[config.mk]
export PLATFORM = sky130hd
export DESIGN_NAME = first_fit_coalescing_allocator_top
export DESIGN_NICKNAME = d
export VERILOG_FILES = /design/src/sv/ffca_pkg.sv /design/src/sv/ffca_seg_table.sv /design/src/sv/ffca_blk_table.sv /design/src/sv/first_fit_coalescing_allocator_top.sv
export SDC_FILE = /design/constraint.sdc
export NUM_CORES = 2
export LEC_CHECK = 0
export BUFFER_PORTS_ARGS = -buffer_cell sky130_fd_sc_hd__buf_4
export CAP_MARGIN = 20
export CORE_MARGIN = 5
export CORE_UTILIZATION = 55
export CTS_BUF_LIST = sky130_fd_sc_hd__clkbuf_4
export DETAILED_ROUTE_END_ITERATION = 7
export GPL_TIMING_DRIVEN = 0
export PLACE_DENSITY = 0.7
export SETUP_SLACK_MARGIN = 0.02
export SLEW_MARGIN = 5
export SYNTH_ARGS = -nofsm -noshare
export SYNTH_HDL_FRONTEND = slang
export SYNTH_SLANG_ARGS = --single-unit
[constraint.sdc]
create_clock -name clk -period 13.05 [get_ports clk]
set_input_delay 0.6525 -clock clk [delete_from_list [all_inputs] [get_ports clk]]
set_output_delay 0.6525 -clock clk [all_outputs]
set_load 0.05 [all_outputs]
[src/sv/ffca_pkg.sv]
// ----------------------------------------------------------------------------
// First-fit allocator package
// Table sizes, status and opcode values, and the write records passed
// between the sequencer and its tables.
// ----------------------------------------------------------------------------
package ffca_pkg;

  localparam int FREE_ENTRIES   = 32;
  localparam int BLOCK_ENTRIES  = 32;
  localparam int MAX_POOL_BYTES = 65536;

  localparam int SEG_IDX_W = $clog2(FREE_ENTRIES);
  localparam int BLK_IDX_W = $clog2(BLOCK_ENTRIES);
  localparam int SEG_CNT_W = $clog2(FREE_ENTRIES + 1);

  localparam logic [2:0] ST_OK      = 3'd0;
  localparam logic [2:0] ST_NOFIT   = 3'd1;
  localparam logic [2:0] ST_ZERO    = 3'd2;
  localparam logic [2:0] ST_UNKNOWN = 3'd3;
  localparam logic [2:0] ST_FULL    = 3'd4;

  localparam logic [1:0] OP_ALLOC = 2'd0;
  localparam logic [1:0] OP_FREE  = 2'd1;
  localparam logic [1:0] OP_INIT  = 2'd2;

  localparam logic CFG_POOL_SIZE   = 1'b0;
  localparam logic CFG_HEADER_SIZE = 1'b1;

  typedef struct packed {
    logic                 we_start;
    logic                 we_len;
    logic [SEG_IDX_W-1:0] idx;
    logic [15:0]          start;
    logic [16:0]          length;
  } seg_wr_t;

  typedef struct packed {
    logic                 set;
    logic                 clr;
    logic                 clr_all;
    logic [BLK_IDX_W-1:0] idx;
    logic [15:0]          start;
    logic [16:0]          length;
    logic [4:0]           flags;
  } blk_wr_t;

endpackage

[src/sv/ffca_seg_table.sv]
// ----------------------------------------------------------------------------
// Free segment table
// Address-ordered start and length registers with one read and one write
// port; entry 0 covers the whole default pool after reset.
// ----------------------------------------------------------------------------
module ffca_seg_table (
  input  logic                    clk,
  input  logic                    rst,
  input  ffca_pkg::seg_wr_t       wr,
  input  logic [ffca_pkg::SEG_IDX_W-1:0] rd_idx,
  output logic [15:0]             rd_start,
  output logic [16:0]             rd_len
);
  import ffca_pkg::*;

  logic [15:0] seg_start  [FREE_ENTRIES];
  logic [16:0] seg_length [FREE_ENTRIES];

  always_ff @(posedge clk) begin
    if (rst) begin
      seg_start[0]  <= '0;
      seg_length[0] <= 17'(MAX_POOL_BYTES);
    end else begin
      if (wr.we_start) seg_start[wr.idx] <= wr.start;
      if (wr.we_len) seg_length[wr.idx] <= wr.length;
    end
  end

  assign rd_start = seg_start[rd_idx];
  assign rd_len   = seg_length[rd_idx];
endmodule

[src/sv/ffca_blk_table.sv]
// ----------------------------------------------------------------------------
// Block record table
// Start, length and flag records of live blocks with a valid bit each.
// ----------------------------------------------------------------------------
module ffca_blk_table (
  input  logic                    clk,
  input  logic                    rst,
  input  ffca_pkg::blk_wr_t       wr,
  input  logic [ffca_pkg::BLK_IDX_W-1:0] rd_idx,
  output logic [15:0]             rd_start,
  output logic [16:0]             rd_len,
  output logic [ffca_pkg::BLOCK_ENTRIES-1:0] valid
);
  import ffca_pkg::*;

  logic [15:0] blk_start     [BLOCK_ENTRIES];
  logic [16:0] blk_length    [BLOCK_ENTRIES];
  logic [4:0]  blk_flag_bits [BLOCK_ENTRIES];

  always_ff @(posedge clk) begin
    if (rst || wr.clr_all) begin
      valid <= '0;
    end else if (wr.set) begin
      valid[wr.idx] <= 1'b1;
    end else if (wr.clr) begin
      valid[wr.idx] <= 1'b0;
    end
  end

  always_ff @(posedge clk) begin
    if (wr.set) begin
      blk_start[wr.idx]     <= wr.start;
      blk_length[wr.idx]    <= wr.length;
      blk_flag_bits[wr.idx] <= wr.flags;
    end
  end

  assign rd_start = blk_start[rd_idx];
  assign rd_len   = blk_length[rd_idx];
endmodule

[src/sv/first_fit_coalescing_allocator_top.sv]
// ----------------------------------------------------------------------------
// First-fit coalescing allocator
// Allocate walks the free segments, then shifts when one is removed. Free
// searches the block records, walks the segments, then shifts when a segment
// is inserted or two merge. Initialize resets the tables; a zero request or
// unused opcode goes to the result. One item at a time; a result not yet
// taken holds the sequencer, and the next item is taken once it is idle again.
// Synchronous reset gives one free segment over 65536 bytes and no blocks.
// ----------------------------------------------------------------------------
module first_fit_coalescing_allocator_top (
  input  logic        clk,
  input  logic        rst,
  input  logic        cfg_we,
  input  logic        cfg_index,
  input  logic [16:0] cfg_data,
  input  logic        in_valid,
  output logic        in_ready,
  input  logic [1:0]  opcode,
  input  logic [15:0] amount,
  input  logic [15:0] address,
  input  logic [3:0]  caller_flags,
  output logic        out_valid,
  input  logic        out_ready,
  output logic [2:0]  status,
  output logic [15:0] user_offset,
  output logic [16:0] block_bytes,
  output logic        resized,
  output logic [16:0] current_bytes,
  output logic [5:0]  live_blocks,
  output logic [31:0] total_allocated,
  output logic [31:0] total_freed
);
  import ffca_pkg::*;

  localparam logic [3:0] S_IDLE   = 4'd0;
  localparam logic [3:0] S_INIT   = 4'd1;
  localparam logic [3:0] S_AFIND  = 4'd2;
  localparam logic [3:0] S_ACHK   = 4'd3;
  localparam logic [3:0] S_SHIFTL = 4'd4;
  localparam logic [3:0] S_FSRCH  = 4'd5;
  localparam logic [3:0] S_FPOS   = 4'd6;
  localparam logic [3:0] S_SHIFTR = 4'd7;
  localparam logic [3:0] S_DONE   = 4'd8;

  logic [3:0]           state;
  logic [16:0]          pool_size;
  logic [6:0]           header_size;
  logic [15:0]          addr;
  logic [3:0]           flags;
  logic [16:0]          total;
  logic [SEG_CNT_W-1:0] seg_count;
  logic [SEG_CNT_W-1:0] i;
  logic [SEG_CNT_W-1:0] k;
  logic [BLK_IDX_W-1:0] r;
  logic [BLK_IDX_W-1:0] fr;
  logic [15:0]          bs;
  logic [16:0]          bl;
  logic [16:0]          be;
  logic [16:0]          prev_end;
  logic [16:0]          prev_len;
  logic [16:0]          held_bytes;
  logic [5:0]           live_total;
  logic [31:0]          sum_allocated;
  logic [31:0]          sum_freed;
  logic [2:0]           res_status;
  logic [15:0]          res_uoff;
  logic [16:0]          res_bytes;
  logic                 res_rsz;

  seg_wr_t              seg_wr;
  blk_wr_t              blk_wr;
  logic [SEG_IDX_W-1:0] seg_rd_idx;
  logic [15:0]          seg_rd_start;
  logic [16:0]          seg_rd_len;
  logic [15:0]          blk_rd_start;
  logic [16:0]          blk_rd_len;
  logic [BLOCK_ENTRIES-1:0] blk_valid;

  logic [BLK_IDX_W-1:0] free_idx;
  logic                 free_found;
  logic [16:0]          rem;
  logic                 small_rem;
  logic [16:0]          grant;
  logic                 blk_match;
  logic                 pos_stop;
  logic                 mprev;
  logic                 mnext;
  logic [16:0]          pool_eff;
  logic                 shl_more;
  logic                 shr_more;

  ffca_seg_table u_seg (
    .clk      (clk),
    .rst      (rst),
    .wr       (seg_wr),
    .rd_idx   (seg_rd_idx),
    .rd_start (seg_rd_start),
    .rd_len   (seg_rd_len)
  );

  ffca_blk_table u_blk (
    .clk      (clk),
    .rst      (rst),
    .wr       (blk_wr),
    .rd_idx   (r),
    .rd_start (blk_rd_start),
    .rd_len   (blk_rd_len),
    .valid    (blk_valid)
  );

  assign in_ready = (state == S_IDLE);

  always_comb begin
    free_idx   = '0;
    free_found = 1'b0;
    for (int j = BLOCK_ENTRIES - 1; j >= 0; j--) begin
      if (!blk_valid[j]) begin
        free_idx   = BLK_IDX_W'(j);
        free_found = 1'b1;
      end
    end
  end

  assign rem       = seg_rd_len - total;
  assign small_rem = (rem <= {10'd0, header_size});
  assign grant     = small_rem ? seg_rd_len : total;
  assign blk_match = blk_valid[r] &&
                     (({1'b0, blk_rd_start} + {10'd0, header_size}) == {1'b0, addr});
  assign pos_stop  = (i >= seg_count) || ({1'b0, seg_rd_start} >= be);
  assign mprev     = (i != '0) && (prev_end == {1'b0, bs});
  assign mnext     = (i < seg_count) && ({1'b0, seg_rd_start} == be);
  assign pool_eff  = (pool_size > 17'(MAX_POOL_BYTES)) ? 17'(MAX_POOL_BYTES) : pool_size;
  assign shl_more  = ((k + 1'b1) < seg_count);
  assign shr_more  = (k > i);

  always_comb begin
    unique case (state)
      S_SHIFTL: seg_rd_idx = SEG_IDX_W'(k + 1'b1);
      S_SHIFTR: seg_rd_idx = SEG_IDX_W'(k - 1'b1);
      default:  seg_rd_idx = i[SEG_IDX_W-1:0];
    endcase
  end

  always_comb begin
    seg_wr = '0;
    blk_wr = '0;
    blk_wr.idx   = fr;
    blk_wr.start = seg_rd_start;
    blk_wr.length = grant;
    blk_wr.flags = {small_rem, flags};
    unique case (state)
      S_INIT: begin
        seg_wr.we_start = 1'b1;
        seg_wr.we_len   = 1'b1;
        seg_wr.idx      = '0;
        seg_wr.start    = '0;
        seg_wr.length   = pool_eff;
        blk_wr.clr_all  = 1'b1;
      end
      S_ACHK: begin
        if (free_found) begin
          blk_wr.set = 1'b1;
          blk_wr.idx = free_idx;
          if (!small_rem) begin
            seg_wr.we_start = 1'b1;
            seg_wr.we_len   = 1'b1;
            seg_wr.idx      = i[SEG_IDX_W-1:0];
            seg_wr.start    = seg_rd_start + total[15:0];
            seg_wr.length   = rem;
          end
        end
      end
      S_SHIFTL: begin
        if (shl_more) begin
          seg_wr.we_start = 1'b1;
          seg_wr.we_len   = 1'b1;
          seg_wr.idx      = k[SEG_IDX_W-1:0];
          seg_wr.start    = seg_rd_start;
          seg_wr.length   = seg_rd_len;
        end
      end
      S_SHIFTR: begin
        seg_wr.we_start = 1'b1;
        seg_wr.we_len   = 1'b1;
        if (shr_more) begin
          seg_wr.idx    = k[SEG_IDX_W-1:0];
          seg_wr.start  = seg_rd_start;
          seg_wr.length = seg_rd_len;
        end else begin
          seg_wr.idx    = i[SEG_IDX_W-1:0];
          seg_wr.start  = bs;
          seg_wr.length = bl;
        end
      end
      S_FPOS: begin
        blk_wr.idx = r;
        if (pos_stop) begin
          if (mprev) begin
            seg_wr.we_len = 1'b1;
            seg_wr.idx    = SEG_IDX_W'(i - 1'b1);
            seg_wr.length = mnext ? (prev_len + bl + seg_rd_len) : (prev_len + bl);
            blk_wr.clr    = 1'b1;
          end else if (mnext) begin
            seg_wr.we_start = 1'b1;
            seg_wr.we_len   = 1'b1;
            seg_wr.idx      = i[SEG_IDX_W-1:0];
            seg_wr.start    = bs;
            seg_wr.length   = seg_rd_len + bl;
            blk_wr.clr      = 1'b1;
          end else if (seg_count < SEG_CNT_W'(FREE_ENTRIES)) begin
            blk_wr.clr = 1'b1;
          end
        end
      end
      default: begin
      end
    endcase
  end

  always_ff @(posedge clk) begin
    if (rst) begin
      pool_size   <= 17'(MAX_POOL_BYTES);
      header_size <= 7'd16;
    end else if (cfg_we) begin
      unique case (cfg_index)
        CFG_POOL_SIZE:   pool_size   <= cfg_data;
        CFG_HEADER_SIZE: header_size <= cfg_data[6:0];
      endcase
    end
  end

  always_ff @(posedge clk) begin
    if (rst) begin
      state         <= S_IDLE;
      seg_count     <= SEG_CNT_W'(1);
      held_bytes    <= '0;
      live_total    <= '0;
      sum_allocated <= '0;
      sum_freed     <= '0;
      out_valid     <= 1'b0;
    end else begin
      if (out_valid && out_ready && state != S_DONE) out_valid <= 1'b0;
      unique case (state)
        S_IDLE: begin
          if (in_valid) begin
            addr       <= address;
            flags      <= caller_flags;
            total      <= {1'b0, amount} + {10'd0, header_size};
            i          <= '0;
            r          <= '0;
            res_status <= ST_OK;
            res_uoff   <= '0;
            res_bytes  <= '0;
            res_rsz    <= 1'b0;
            if (opcode == OP_ALLOC) begin
              if (amount == '0) begin
                res_status <= ST_ZERO;
                state      <= S_DONE;
              end else begin
                state <= S_AFIND;
              end
            end else if (opcode == OP_FREE) begin
              state <= S_FSRCH;
            end else if (opcode == OP_INIT) begin
              state <= S_INIT;
            end else begin
              state <= S_DONE;
            end
          end
        end
        S_INIT: begin
          seg_count     <= (pool_eff != '0) ? SEG_CNT_W'(1) : '0;
          held_bytes    <= '0;
          live_total    <= '0;
          sum_allocated <= '0;
          sum_freed     <= '0;
          state         <= S_DONE;
        end
        S_AFIND: begin
          if (i >= seg_count) begin
            res_status <= ST_NOFIT;
            state      <= S_DONE;
          end else if (seg_rd_len >= total) begin
            state <= S_ACHK;
          end else begin
            i <= i + 1'b1;
          end
        end
        S_ACHK: begin
          if (!free_found) begin
            res_status <= ST_FULL;
            state      <= S_DONE;
          end else begin
            fr            <= free_idx;
            held_bytes    <= held_bytes + grant;
            live_total    <= live_total + 1'b1;
            sum_allocated <= sum_allocated + {15'd0, grant};
            res_uoff      <= seg_rd_start + {9'd0, header_size};
            res_bytes     <= grant;
            res_rsz       <= small_rem;
            k             <= i;
            state         <= small_rem ? S_SHIFTL : S_DONE;
          end
        end
        S_SHIFTL: begin
          if (shl_more) begin
            k <= k + 1'b1;
          end else begin
            if (seg_count != '0) seg_count <= seg_count - 1'b1;
            state <= S_DONE;
          end
        end
        S_FSRCH: begin
          if (blk_match) begin
            bs    <= blk_rd_start;
            bl    <= blk_rd_len;
            be    <= {1'b0, blk_rd_start} + blk_rd_len;
            state <= S_FPOS;
          end else if (r == BLK_IDX_W'(BLOCK_ENTRIES - 1)) begin
            res_status <= ST_UNKNOWN;
            state      <= S_DONE;
          end else begin
            r <= r + 1'b1;
          end
        end
        S_FPOS: begin
          if (!pos_stop) begin
            prev_end <= {1'b0, seg_rd_start} + seg_rd_len;
            prev_len <= seg_rd_len;
            i        <= i + 1'b1;
          end else if (!mprev && !mnext && seg_count >= SEG_CNT_W'(FREE_ENTRIES)) begin
            res_status <= ST_FULL;
            state      <= S_DONE;
          end else begin
            held_bytes <= held_bytes - bl;
            if (live_total != '0) live_total <= live_total - 1'b1;
            sum_freed <= sum_freed + {15'd0, bl};
            res_bytes <= bl;
            if (mprev && mnext) begin
              k     <= i;
              state <= S_SHIFTL;
            end else if (mprev || mnext) begin
              state <= S_DONE;
            end else begin
              k     <= seg_count;
              state <= S_SHIFTR;
            end
          end
        end
        S_SHIFTR: begin
          if (shr_more) begin
            k <= k - 1'b1;
          end else begin
            seg_count <= seg_count + 1'b1;
            state     <= S_DONE;
          end
        end
        S_DONE: begin
          if (!out_valid || out_ready) begin
            out_valid       <= 1'b1;
            status          <= res_status;
            user_offset     <= res_uoff;
            block_bytes     <= res_bytes;
            resized         <= res_rsz;
            current_bytes   <= held_bytes;
            live_blocks     <= live_total;
            total_allocated <= sum_allocated;
            total_freed     <= sum_freed;
            state           <= S_IDLE;
          end
        end
        default: state <= S_IDLE;
      endcase
    end
  end

  assert property (@(posedge clk) disable iff (rst)
    seg_count <= SEG_CNT_W'(FREE_ENTRIES))
    else $error("free segment count above table depth");

  assert property (@(posedge clk) disable iff (rst)
    (state == S_IDLE) |-> (32'(live_total) == 32'($countones(blk_valid))))
    else $error("live block count disagrees with record valid bits");

  assert property (@(posedge clk) disable iff (rst)
    $rose(out_valid) |-> $past(state) == S_DONE)
    else $error("result presented outside the completion step");

endmodule
==> results.py <==
metrics = {
    "route": {
        "drt_iter0_markers": 11135,
        "drtAntennaViolNets": 0,
        "dr.pass1.iters": 8,
        "drcViolationCount": 0,
        "routed_wl_mm": 362,
        "vias": 77292,
        "via_per_inst": 6.48,
        "post_drt_wl_per_cell_um": 30.4,
    },
    "layout": {
        "area_growth_pct": 17.0,
        "seq_area_mm2": 0.0756,
        "final.fill_count": 14457,
        "final_net_count": 9097,
        "final_util_pct": 64.6,
        "design_area_mm2": 0.130,
        "multi_input_area_mm2": 0.0345,
        "drive_gt1_share_pct": 23.7,
        "final_cell_mix": "edfxtp_1, nand2_1, clkbuf_4",
        "final_common_cell": "edfxtp_1",
    },
    "clock_tree": {
        "clockRootBuffer": "clkbuf_4",
        "clkSinkCount": 2571,
        "clk_pin_slew_ns": 0.07,
        "cts_made_buffers": 659,
        "clockBufferDepth": 4,
        "h-tree-depth": 6,
        "cts_tree": "done",
        "insertion_delay_ns": 1.46,
    },
    "setup_path": {
        "worstPathArrival_ns": 13.80,
        "endpoint_kind": "flip-flop",
        "worst-path-max-fanout": 13,
        "slowest_stage": "and4_1",
        "cp-start-kind": "flip-flop",
        "cp_data_required_time_ns": 14.34,
        "critPathMaxStageDelay_ns": 0.69,
        "worstSetupPathType": "reg2reg",
    },
    "logic_synthesis": {
        "postSynthAreaPerCell_um2": 14.7,
        "ys_ff_latch": 2571,
        "syn_inst": 7602,
        "yosysTopAreaCell": "edfxtp_1",
        "synth_edf_count": 2412,
        "async_reset_ff_share_pct": 0,
        "synth_top_area_share_pct": 65.0,
        "syn_nets": 7924,
        "synth_ff_type": "edfxtp_1",
        "synth.distinct_cells": 110,
        "syn-cell-area_mm2": 0.111,
        "yosysWarnings": 0,
        "ys_top_cells_by_area": "edfxtp_1, mux4_2, nand2_1",
        "synth_seq_area_share_pct": 67.8,
    },
    "grt": {
        "antenna_found_initial": 17,
        "grt_remaining_overflow": 0,
        "grt_max_degree": 36,
        "grt_usage_pct": 33.7,
        "grt_pass1_vias": 75683,
        "grt_first_pass_wirelength_mm": 515,
    },
    "floorplanning": {
        "die_area_mm2": 0.212,
        "rows": 165,
        "num_io_pins": 187,
        "fp.dieW_um": 460,
        "initial_core_util_pct": 55.2,
        "fp.coreArea_mm2": 0.202,
        "die_y_um": 460,
    },
    "timing": {
        "fmax_ghz": 0.0800,
        "finalCritPeriodShare_pct": 95.8,
        "setup_tns_ns": 0,
        "rsz0062_at_grt": "no",
        "finalHoldViolCount": 0,
        "max_slew_margin_pct": 13.7,
        "tightestPinTransition_ns": 1.29,
        "finalMaxSlewViolations": 0,
        "setup_viol": 0,
        "period_minus_slack_ns": 12.51,
        "worst_clock_skew_ns": 0.167,
        "hold_ws_ns": 0.0910,
    },
    "power_and_ir_drop": {
        "power_w": 0.0278,
        "p_leak_nw": 45.3,
        "power_density_mw_per_mm2": 213,
        "peakVddDrop_mv": 0.139,
    },
    "place": {
        "placed_area_mm2": 0.121,
        "place_congestion": 0.973,
        "dp_hpwl_mm": 251,
        "portBuffers": 180,
    },
    "worst_hold_path": {
        "worstHoldPathType": "in2reg",
    },
    "job": {
        "drv_cap": 0,
    },
    "status": {
        "status": "completed",
    },
}
==> final cells by class <==
class / count / area share (%)
Timing Repair Buffer: 512 / 4.61
Antenna cell: 17 / 0.0326
Timing Repair inverter: 1 / 0.00384
Clock buffer: 932 / 5.37
Inverter: 189 / 0.547
Sequential cell: 2571 / 58.0
Clock inverter: 190 / 0.877
Buffer: 416 / 1.56
Multi-Input combinational cell: 4425 / 26.4
Tap cell: 2672 / 2.56
==> what timing repair did <==
item / CTS / global route
endpoints found under the setup margin: 17 / 22
resized for setup: 6 / 17
buffers inserted: 2 / 0
cloned: 1 / 0
endpoints found under the hold margin: 101 / 0
hold buffers: 101 / 0
==> stage by stage <==
step | instances | setup slack, ns
2_1_floorplan | 7602 | 2.55
3_3_place_gp | 10454 | -3.85
3_5_place_dp | 10665 | -0.450
4_1_cts | 11890 | 0.0697
5_1_grt | 11913 | 0.0230
6_report | 11925 | 0.543
==> report_power, final <==
part	internal (W)	leakage, nW	switching (W)
Sequential	0.00995	23.4	0.000121
Clock	0.00357	4.84	0.00326
Combinational	0.00379	17.1	0.00710
==> critical path, delay by kind of cell (launching register included) <==
family                   cells  cell delay, ns
AO/OA/AOI/OAI               19            4.53
XOR/XNOR                     2            0.25
adder cells (fa/ha/maj)      3            1.06
buffers and inverters       13            3.22
flip-flops                   1            0.31
AND/OR/NAND/NOR             10            2.93
==> logic make-up (layout without fill, tap and decap cells) <==
kind of cell	after synthesis	after routing	synth area share, %
flops	2571	2571	67.8
fa+ha+maj	261	261	3.03
buf+inv	606	2240	2.46
xor+xnor	254	254	2.00
simple gates	2246	2246	9.10
compound gates	1215	1215	7.66
other cells	0	17	0
mux	449	449	7.92
==> flip-flops by register name, indices dropped and copies added (netlist names), 32 cells and up, named ones only <==
signal	cells
u_seg.seg_length	544
total_freed	32
u_blk.blk_length	544
u_seg.seg_start	512
sum_freed	32
sum_allocated	32
total_allocated	32
u_blk.blk_start	512
==> path summary, 6_finish.rpt <==
check                           cells past startpoint                 end  slack (ns)        startpoint
worst min register to register                      0  total_allocated[2]        0.41  sum_allocated[2]
worst max register to register                     47      held_bytes[16]        0.54          state[3]
worst min-delay path                                4           out_valid        0.09         out_ready
worst max-delay path                               47      held_bytes[16]        0.54          state[3]
==> layer usage <==
layer	global-route usage [%]	vias to the layer above	routed length (um)
met3	8.89	1221	42500
met2	53.0	5649	169000
li1	-	32238	-
met5	0	-	64
met4	19.7	10	24000
met1	42.6	38174	127000
==> synthesized netlist by cell type (21+ instances only) <==
cell type and instances:
ha_1 246, o21bai_1 47, buf_4 39, nor4_1 30, mux2i_1 71, a21o_1 60
nand4_1 34, o31ai_1 26, inv_1 185, a32oi_1 29, a311oi_1 135, xnor2_1 192
a211oi_1 97, nor2_1 333, dfxtp_1 159, a222oi_1 28, nor3_1 87, a21boi_0 22
a21oi_1 307, buf_6 21, buf_2 119, nor2b_1 38, nand2_1 1075, buf_1 44
o22ai_1 23, nand3_1 353, clkbuf_1 193, xor2_1 62, and3_1 147, or3_1 27
nand2b_1 33, mux4_2 343, mux2_2 35, o21a_1 22, o21ai_0 146, a31oi_1 59
edfxtp_1 2412
No activity file was read; power rests on OpenSTA's default activity.
